==> src/rtl/ffa_pkg.sv <==
// Shared constants, result codes and controller/datapath command types
// for the first-fit heap allocator. No dependencies.
package ffa_pkg;

  localparam int unsigned ARENA_BYTES  = 262144;
  localparam int unsigned HEADER_BYTES = 16;
  localparam int unsigned GRAIN_BYTES  = 16;
  localparam int unsigned GRAIN_LG     = $clog2(GRAIN_BYTES);
  localparam int unsigned SLOT_COUNT   = ARENA_BYTES / GRAIN_BYTES;
  localparam int unsigned SLOT_W       = $clog2(SLOT_COUNT);

  // Field widths of the request and result
  localparam int unsigned REQ_W    = 19;
  localparam int unsigned OFF_W    = 18;
  localparam int unsigned STATUS_W = 2;

  // Internal widths
  localparam int unsigned SIZE_W  = 18;
  localparam int unsigned ENTRY_W = SIZE_W + 1;
  localparam int unsigned WALK_W  = OFF_W + 1;
  localparam int unsigned NEED_W  = REQ_W + 1;

  localparam logic [STATUS_W-1:0] ST_DONE     = 2'd0;
  localparam logic [STATUS_W-1:0] ST_NO_ROOM  = 2'd1;
  localparam logic [STATUS_W-1:0] ST_BAD_ADDR = 2'd2;

  typedef struct packed {
    logic                load;
    logic                rd_cur;
    logic                rd_nxt;
    logic                cap_cur;
    logic                cap_nxt;
    logic                advance;
    logic                wr_split;
    logic                wr_alloc;
    logic                wr_free;
    logic                set_res;
    logic                res_ptr;
    logic [STATUS_W-1:0] res_code;
    logic                push;
  } ffa_cmd_t;

  typedef struct packed {
    logic op_free;
    logic rel_null;
    logic at_end;
    logic alloc_hit;
    logic split_ok;
    logic free_hit;
    logic nxt_in;
  } ffa_sts_t;

endpackage

==> src/rtl/ffa_ctrl.sv <==
// Controller state machine of the first-fit heap allocator: walks the
// block chain by commanding the datapath. Depends on ffa_pkg.
module ffa_ctrl (
  input  logic              clk_i,
  input  logic              rst_ni,
  input  logic              in_valid_i,
  output logic              in_ready_o,
  output logic              out_valid_o,
  input  logic              out_ready_i,
  input  ffa_pkg::ffa_sts_t sts_i,
  output ffa_pkg::ffa_cmd_t cmd_o
);
  import ffa_pkg::*;

  localparam logic [3:0] S_IDLE  = 4'd0;
  localparam logic [3:0] S_CHK   = 4'd1;
  localparam logic [3:0] S_EV    = 4'd2;
  localparam logic [3:0] S_DEC   = 4'd3;
  localparam logic [3:0] S_WSPL  = 4'd4;
  localparam logic [3:0] S_WCUR  = 4'd5;
  localparam logic [3:0] S_EVN   = 4'd6;
  localparam logic [3:0] S_WFREE = 4'd7;
  localparam logic [3:0] S_OUT   = 4'd8;

  logic [3:0] state_q, state_d;
  logic       out_valid_q, out_valid_d;
  ffa_cmd_t   cmd;

  always_comb begin
    cmd        = '0;
    state_d    = state_q;
    in_ready_o = 1'b0;
    unique case (state_q)
      S_IDLE: begin
        in_ready_o = 1'b1;
        if (in_valid_i) begin
          cmd.load = 1'b1;
          state_d  = S_CHK;
        end
      end
      S_CHK: begin
        if (sts_i.op_free && sts_i.rel_null) begin
          cmd.set_res  = 1'b1;
          cmd.res_code = ST_DONE;
          state_d      = S_OUT;
        end else if (sts_i.at_end) begin
          cmd.set_res  = 1'b1;
          cmd.res_code = sts_i.op_free ? ST_BAD_ADDR : ST_NO_ROOM;
          state_d      = S_OUT;
        end else begin
          cmd.rd_cur = 1'b1;
          state_d    = S_EV;
        end
      end
      S_EV: begin
        cmd.cap_cur = 1'b1;
        state_d     = S_DEC;
      end
      S_DEC: begin
        if (!sts_i.op_free && sts_i.alloc_hit) begin
          state_d = sts_i.split_ok ? S_WSPL : S_WCUR;
        end else if (sts_i.op_free && sts_i.free_hit) begin
          if (sts_i.nxt_in) begin
            cmd.rd_nxt = 1'b1;
            state_d    = S_EVN;
          end else begin
            state_d = S_WFREE;
          end
        end else begin
          cmd.advance = 1'b1;
          state_d     = S_CHK;
        end
      end
      S_WSPL: begin
        cmd.wr_split = 1'b1;
        state_d      = S_WCUR;
      end
      S_WCUR: begin
        cmd.wr_alloc = 1'b1;
        cmd.set_res  = 1'b1;
        cmd.res_ptr  = 1'b1;
        cmd.res_code = ST_DONE;
        state_d      = S_OUT;
      end
      S_EVN: begin
        cmd.cap_nxt = 1'b1;
        state_d     = S_WFREE;
      end
      S_WFREE: begin
        cmd.wr_free  = 1'b1;
        cmd.set_res  = 1'b1;
        cmd.res_code = ST_DONE;
        state_d      = S_OUT;
      end
      S_OUT: begin
        // hand the result over once the output register is free
        if (!out_valid_q || out_ready_i) begin
          cmd.push = 1'b1;
          state_d  = S_IDLE;
        end
      end
      default: begin
        state_d = S_IDLE;
      end
    endcase
  end

  always_comb begin
    out_valid_d = out_valid_q;
    if (cmd.push) begin
      out_valid_d = 1'b1;
    end else if (out_ready_i) begin
      out_valid_d = 1'b0;
    end
  end

  always_ff @(posedge clk_i or negedge rst_ni) begin
    if (!rst_ni) begin
      state_q     <= S_IDLE;
      out_valid_q <= 1'b0;
    end else begin
      state_q     <= state_d;
      out_valid_q <= out_valid_d;
    end
  end

  assign cmd_o       = cmd;
  assign out_valid_o = out_valid_q;

  a_accept_starts_walk: assert property (@(posedge clk_i) disable iff (!rst_ni)
    (in_valid_i && in_ready_o) |=> (state_q == S_CHK))
    else $error("accepted request did not start a walk");

  a_result_from_out: assert property (@(posedge clk_i) disable iff (!rst_ni)
    $rose(out_valid_q) |-> ($past(state_q) == S_OUT))
    else $error("result raised outside of the hand-over state");

  a_one_ram_access: assert property (@(posedge clk_i) disable iff (!rst_ni)
    $onehot0({cmd.rd_cur, cmd.rd_nxt, cmd.wr_split, cmd.wr_alloc, cmd.wr_free}))
    else $error("more than one RAM access in a cycle");

  a_split_then_mark: assert property (@(posedge clk_i) disable iff (!rst_ni)
    (state_q == S_WSPL) |=> (state_q == S_WCUR))
    else $error("split write not followed by header update");

endmodule

==> config.mk <==
export PLATFORM = sky130hd
export DESIGN_NAME = ffa_ctrl
export DESIGN_NICKNAME = d
export VERILOG_FILES = /design/src/rtl/ffa_pkg.sv /design/src/rtl/ffa_ctrl.sv
export SDC_FILE = /design/constraint.sdc
export NUM_CORES = 1
export LEC_CHECK = 0
export ABC_CLOCK_PERIOD_IN_PS = 2600
export BUFFER_PORTS_ARGS = -buffer_cell sky130_fd_sc_hd__buf_2
export CAP_MARGIN = 0
export CORE_AREA = 5 5 42 44
export DETAILED_ROUTE_END_ITERATION = 10
export DIE_AREA = 0 0 47 49
export REMOVE_ABC_BUFFERS = 1
export SLEW_MARGIN = 25
export SYNTH_ARGS = -nofsm -noshare
export SYNTH_HDL_FRONTEND = slang
export SYNTH_SLANG_ARGS = --single-unit
==> constraint.sdc <==
create_clock -name clk_i -period 2.6 [get_ports clk_i]
set_input_delay 0.26 -clock clk_i [delete_from_list [all_inputs] [get_ports clk_i]]
set_output_delay 0.26 -clock clk_i [all_outputs]
set_load 0.01 [all_outputs]
-- Word-level counts from Yosys, hierarchy flattened
Cells that the tools add are included.
- equal/unequal tests: 10
- muxes and demuxes: 38
- reductions and logical operators: 10
- operator list (operator ; count):
    $pmux W4 S8 ; 1
    $mux W1 ; 26
    $mux W4 ; 5
    $eq A4 B3 Y1 const B ; 4
    $eq A4 B2 Y1 const B ; 2
    $mux W2 ; 4
    $eq A4 B1 Y1 const B ; 1
    $eq A4 B4 Y1 const B ; 1
    $logic_not A4 Y1 ; 1
    $ne A2 B2 Y1 const B ; 2
    $logic_and A1 B1 Y1 ; 3
    $mux W3 ; 1
    $logic_not A1 Y1 ; 2
    $pmux W1 S2 ; 1
    $reduce_and A2 Y1 ; 1
    $reduce_bool A2 Y1 ; 1
    $reduce_or A2 Y1 ; 1
    $logic_or A1 B1 Y1 ; 1
- bits in registers: 5
- input bits: 11
- output and inout port bits: 16
- logic and storage cells: 60

-- Logic depth before layout (Yosys ltp)
Gate-level depths: netlist (run 1).
- word-level depth: 5
- gate-level depth with buffers: 5
- depth with buffers taken out: 3

-- Worst setup path after synthesis (run 1)
OpenSTA, ideal clock, no wires.
- path type: register to output
- start point: register state_q[2]
- end point: output cmd_o[13] in the netlist's numbering
- arrival time: 1.257 ns
- data required time: 2.340 ns
- slack: 1.083 ns
- stages on the path, launching flop included: 4
- buffers on the path: 1
- cells stage by stage: dfrtp_1 -> buf_2 -> nor4_1 -> and2_1
- RTL lines (item ; RTL line ; source):
    start: declaration ; ffa_ctrl.sv:25 ; logic [3:0] state_q, state_d;
    start signal: assignment ; ffa_ctrl.sv:122 ; state_q <= state_d;
    end: declaration ; ffa_ctrl.sv:11 ; output ffa_pkg::ffa_cmd_t cmd_o

==> results of run 1 <==
-- critical path, stage by stage, from the launching register on --
cell	delay, ns
dfrtp_1	0.48
or4b_4	0.59
nor2b_1	0.11
buf_2	0.13
-- routing by layer --
layer  vias up  wire length, um  global-route usage
met3         2              120             0.06273
li1        230                -                   -
met4         0               19             0.05530
met2        25              476              0.1538
met5         -                0                   0
met1       190              505              0.1397
-- metrics by stage --
step	utilization	cell area [um^2]	setup slack (ns)	cells	hold slack [ns]
2_1_floorplan	-	379.1	1.135	45	-0.03559
3_3_place_gp	0.3777	529.3	1.049	87	0.07749
3_5_place_dp	0.3777	529.3	1.038	87	0.07508
4_1_cts	0.4036	565.5	0.7798	92	0.3175
5_1_grt	0.4036	565.5	0.7011	92	0.3417
6_report	0.4036	565.5	0.7960	92	0.3256
-- synth_stat cells --
master / instances / area, um^2
dfrtp_1: 5 / 125.1
and2_1: 1 / 6.260
nor2b_4: 1 / 13.76
nor3b_1: 1 / 7.510
nor3_1: 3 / 15.01
nand2b_1: 3 / 18.77
o21ai_0: 1 / 5.000
buf_4: 3 / 22.52
nor4_1: 1 / 6.260
nor2_1: 5 / 18.77
o22ai_1: 1 / 6.260
a31oi_1: 2 / 12.51
mux2i_1: 1 / 10.01
or4b_4: 1 / 13.76
nand2_1: 4 / 15.01
nand4b_1: 1 / 8.760
nor2b_1: 3 / 18.77
or3_1: 1 / 6.260
nand3_1: 3 / 15.01
nand3b_1: 2 / 15.01
o221ai_2: 1 / 15.01
a21oi_1: 1 / 5.000
a211o_1: 1 / 8.760
and3_1: 2 / 12.51
buf_6: 1 / 11.26
clkbuf_1: 1 / 3.750
buf_2: 1 / 5.000
-- state kept, by name (all words and copies together) (netlist names) --
signal,cells
out_valid_o,1
state_q,4
-- power breakdown --
group	switching, mW	internal [mW]	leakage (nW)
clock network	0.0311	0.0580	0.0150
registers	0.0714	0.112	0.0659
logic	0.152	0.143	0.225
-- final timing paths --
check                            startpoint          end  slack (ns)  cells past startpoint
worst min register to register  out_valid_o  out_valid_o        0.54                      2
worst max-delay path             state_q[2]     cmd_o[0]        0.80                      3
worst max register to register   state_q[2]   state_q[3]        1.31                      2
max in group asynchronous            rst_ni   state_q[1]        2.11                      2
worst min-delay path               sts_i[2]   state_q[0]        0.33                      3
min in group asynchronous            rst_ni   state_q[3]        0.36                      2
-- area by class of cell --
| class | count | area share |
|---|---|---|
| clock buffer | 4 | 0.04646 |
| timing repair buffer | 27 | 0.2478 |
| sequential | 5 | 0.2212 |
| tap | 16 | 0.03540 |
| multi-input combinational | 40 | 0.4491 |
-- kinds of logic after synthesis --
| group | after synthesis | share of synthesized area |
|---|---|---|
| and+or+nand+nor | 32 | 0.4540 |
| AOI/OAI and AO/OA | 7 | 0.1246 |
| buffers and inverters | 6 | 0.1009 |
| DFF | 5 | 0.2967 |
| muxes | 1 | 0.02374 |
-- what timing repair did --
action,CTS,global route
setup buffers,0,0
hold endpoints to repair,5,0
hold buffers,1,0
resized for setup,0,0
==> flow_summary_export.csv, run 1 <==
group,metric,value,unit
die,fp-row-count,14,
setup_path,cp-start-kind,"flip-flop",
die,core,1401,um^2
drt,vias_per_cell,4.859,
clocking,cts_buffer_depth,2,
grt,grt_pass1_wl,1.821,mm
logic_synthesis,syn_inst,51,
clocking,clock_latency,0.24,ns
grt,antenna_found_initial,0,
drt,first_pass_iters,4,
logic_synthesis,synthesis.area,421.7,um^2
power_and_ir_drop,leakage,0.3062,nW
timing,period_minus_slack,1.804,ns
clocking,path_clk_slew,0.04,ns
final_layout,drive_gt1_frac,0.4211,
timing,maxSlewHeadroom,0.7599,
final_layout,layout_commonest_cell,"buf_2",
timing,worstMarginPinSlew,0.3602,ns
power_and_ir_drop,p_per_area,1005,nW/um^2
logic_synthesis,syn_area_per_cell,8.268,um^2
logic_synthesis,ys_warn_count,0,
timing,slew_viol_final,0,
grt,grtUsageTotal,0.1130,
die,num_io_pins,27,
timing,period_share,0.6939,
timing,skew,0.005022,ns
final_layout,ff_latch_area,125.1,um^2
timing,hold_violations,0,
timing,rsz0062_at_grt,"false",
timing,clock.fmax,554.3,MHz
timing,setup_violations,0,
power_and_ir_drop,finalPower,568.1,uW
worst_hold_path,hp-class,"in -> reg",
grt,grt_max_degree,12,
die,dieHeight,49,um
final_layout,layout_common_cells,"buf_2 (26), nor2_1 (5), dfrtp_1 (5)",
drt,dr_total_vias,447,
final_layout,layout.nets,88,
drt,drc,0,
setup_path,crit_arrival,1.54,ns
clocking,cts_buffers,3,
clocking,cts_tree,"built",
place,gp_congestion,0.7871,
setup_path,path_class,"reg -> out",
drt,wire_per_inst,12.20,um
timing,tns,0,ns
logic_synthesis,ys_seq_area_frac,0.2967,
job,max_cap_violations,0,
final_layout,area_growth,34.12,%
final_layout,fill_cells,156,
clocking,clock_sinks,5,
logic_synthesis,synth_seq_cells,5,
clocking,cts.htree.levels,1,
place,port_buffers,26,
die,initial_core_util,0.3009,
die,die_x,47,um
drt,postRouteAntennaNets,0,
setup_path,endpoint_kind,"primary output",
final_layout,antennaDiodeCount,0,
clocking,root_buffer,"clkbuf_4",
drt,drt-initial-drc-count,8,
setup_path,cp_max_fo,11,
die,dieArea,2303,um^2
grt,grt_pass1_vias,426,
final_layout,multi_input_area,254.0,um^2
power_and_ir_drop,peakVddDrop,0.3767,mV
logic_synthesis,synth_cell_type_count,27,
place,dpl.hpwl,852.1,um
drt,totalWireLength,1.122,mm
status,status,"complete, no violations",
setup_path,cp_data_required_time,2.34,ns
grt,grt_overflow,0,
(Power assumes the default switching activity.)
==> inputs of run 2 (changes only) <==
Settings changed: ABC_CLOCK_PERIOD_IN_PS 2600 to 1550, PLACE_DENSITY set to 0.65.
Clock period 2.6 ns to 1.55 ns, I/O delays scaled along.
==> run 2 against run 1 <==
- sequential cell count did not move
- via count increased by 13%
- clock power rose by 67%
- total power rose by 100%
- routed wire length up 7.1%
- critical path type unchanged
- sequential power grew 50%
- clock-buffer cell count is the same
- the flow now finishes with violations (negative setup slack)
- global-route usage shrank 1.6 points
- hold slack lost 0.096 ns
- worst setup slack got worse by 0.85 ns
==> flow_summary_export.csv, run 2 (synthesized netlist as in run 1, its figures left out) <==
group,metric,value,unit
grt,grt_max_degree,9,
drt,totalWireLength,1.202,mm
final_layout,largest_register_ff_count,4,
setup_path,crit_arrival,1.45,ns
drt,postRouteAntennaNets,0,
final_layout,layout_commonest_cell,"buf_2",
die,die_x,47,um
final_layout,drive_gt1_frac,0.6000,
setup_path,r2r_end,"state_q[3]",
final_layout,final_util,0.4795,
clocking,cts_tree,"built",
timing,worstMarginPinSlew,0.3869,ns
setup_path,path_delay_family,"simple AND/OR/NAND/NOR gates",
timing,slew_viol_final,0,
timing,period_minus_slack,1.605,ns
setup_path,cp_max_fo,4,
grt,grt_pass1_wl,1.731,mm
worst_hold_path,hold_start,"sts_i[2]",
grt,grtUsageTotal,0.09746,
final_layout,area_growth,59.35,%
setup_path,endpoint_kind,"primary output",
final_layout,top_register,"state_q",
worst_hold_path,holdPathEnd,"state_q[0]",
timing,hold_violations,0,
grt,grt_overflow,0,
timing,period_share,1.036,
clocking,clock_sinks,5,
grt,grt_pass1_vias,426,
die,core,1401,um^2
worst_hold_path,holdPathStages,3,
drt,first_pass_iters,3,
die,fp-row-count,14,
drt,wire_per_inst,11.90,um
final_layout,fill_cells,159,
setup_path,slowest_delay,0.55,ns
clocking,cts_buffers,3,
timing,skew,0.003119,ns
setup_path,worst-r2r-setup-slack,0.23,ns
setup_path,cp_cell_sequence,"or4b_4 -> nor2b_1 -> buf_2",
clocking,cts_buffer_depth,2,
place,port_buffers,26,
drt,drt-initial-drc-count,6,
drt,dr_total_vias,503,
timing,final.setup.worst_slack,-0.05523,ns
clocking,path_clk_slew,0.04,ns
timing,rsz0062_at_grt,"true",
clocking,root_buffer,"clkbuf_4",
place,dpl.hpwl,925.8,um
setup_path,worst-r2r-cell-count,3,
power_and_ir_drop,p_per_area,1730,nW/um^2
drt,vias_per_cell,4.980,
die,dieHeight,49,um
power_and_ir_drop,peakVddDrop,0.6023,mV
status,violations,"negative setup slack",
clocking,clock_latency,0.24,ns
setup_path,path_class,"reg -> out",
job,max_cap_violations,0,
timing,maxSlewHeadroom,0.7420,
timing,hold_ws,0.2299,ns
final_layout,antennaDiodeCount,0,
clocking,cts.htree.levels,1,
place,gp_congestion,0.7707,
die,dieArea,2303,um^2
setup_path,slowest_stage,"or4b_4",
worst_hold_path,hp-class,"in -> reg",
drt,drc,0,
setup_path,cp_data_required_time,1.39,ns
setup_path,worst-path-buf-inv,1,
timing,setup_violations,1,
grt,antenna_found_initial,0,
setup_path,worstReg2RegStart,"state_q[0]",
die,initial_core_util,0.3009,
timing,clock.fmax,623.0,MHz
setup_path,cp-start-kind,"flip-flop",
final_layout,layout.nets,97,
power_and_ir_drop,leakage,0.3543,nW
final_layout,layout_common_cells,"buf_2 (26), buf_4 (7)",
die,num_io_pins,27,
status,status,"finished with violations",
run 2: worst reg2reg max path: cells and delay by family, from the launching register on:
kind	cells	cell delay (ns)
buffers and inverters	1	0.15
and+or+nand+nor	1	0.55
AOI/OAI and AO/OA	1	0.12
DFF	1	0.42
run 2: worst max path at each step:
| stage | from | end | slack, ns | cells after the start |
|---|---|---|---|---|
| after floorplan | state_q[2] | cmd_o[0] | 0.19 | 2 |
| after global placement | state_q[2] | cmd_o[0] | 0.18 | 3 |
| after detailed placement | state_q[2] | cmd_o[0] | 0.16 | 3 |
| after CTS | state_q[0] | cmd_o[0] | -0.04 | 3 |
| after global routing | state_q[0] | cmd_o[0] | -0.10 | 3 |
| final | state_q[0] | cmd_o[0] | -0.06 | 3 |
run 2: repair_timing:
| action | CTS | global route |
|---|---|---|
| setup endpoints to repair | 3 | 9 |
| pin swaps | 1 | 2 |
| endpoints found under the hold margin | 5 | 0 |
| gates resized for setup | 2 | 11 |
| hold buffers | 1 | 0 |
| buffers inserted | 3 | 3 |
run 2: metal layers:
metal / routed length [um] / part of all wire / track usage
met4: 0 / 0 / 0
met1: 505 / 0.42 / 0.1330
met2: 543 / 0.45 / 0.1493
met3: 154 / 0.13 / 0.04428
met5: 0 / 0 / 0
run 2: cell type report:
type                    instances  area [um^2]  share of cell area
clock buffers                   4        26.28             0.03911
multi-input cells              40        282.8              0.4209
flip-flops and latches          5        127.6              0.1899
well taps                      16        20.02             0.02980
repair buffers                 36        215.2              0.3203
run 2: report_power, final:
part | total (mW) | leakage, nW | internal (mW) | switching, mW
Clock | 0.149 | 0.0150 | 0.0972 | 0.0519
Combinational | 0.738 | 0.276 | 0.384 | 0.354
Sequential | 0.276 | 0.0630 | 0.194 | 0.0814
run 2: through the flow:
step	setup WS [ns]	setup TNS [ns]	cells	power, mW	instance area [um^2]
floorplan	0.1905	0	45	0.6073	379.1
global placement	0.1752	0	90	0.8472	551.8
detailed placement	0.1595	0	90	0.8469	551.8
CTS	-0.04163	-0.06993	98	1.056	615.6
global route	-0.1018	-0.3268	101	1.255	671.9
finish	-0.05523	-0.05523	101	1.162	671.9
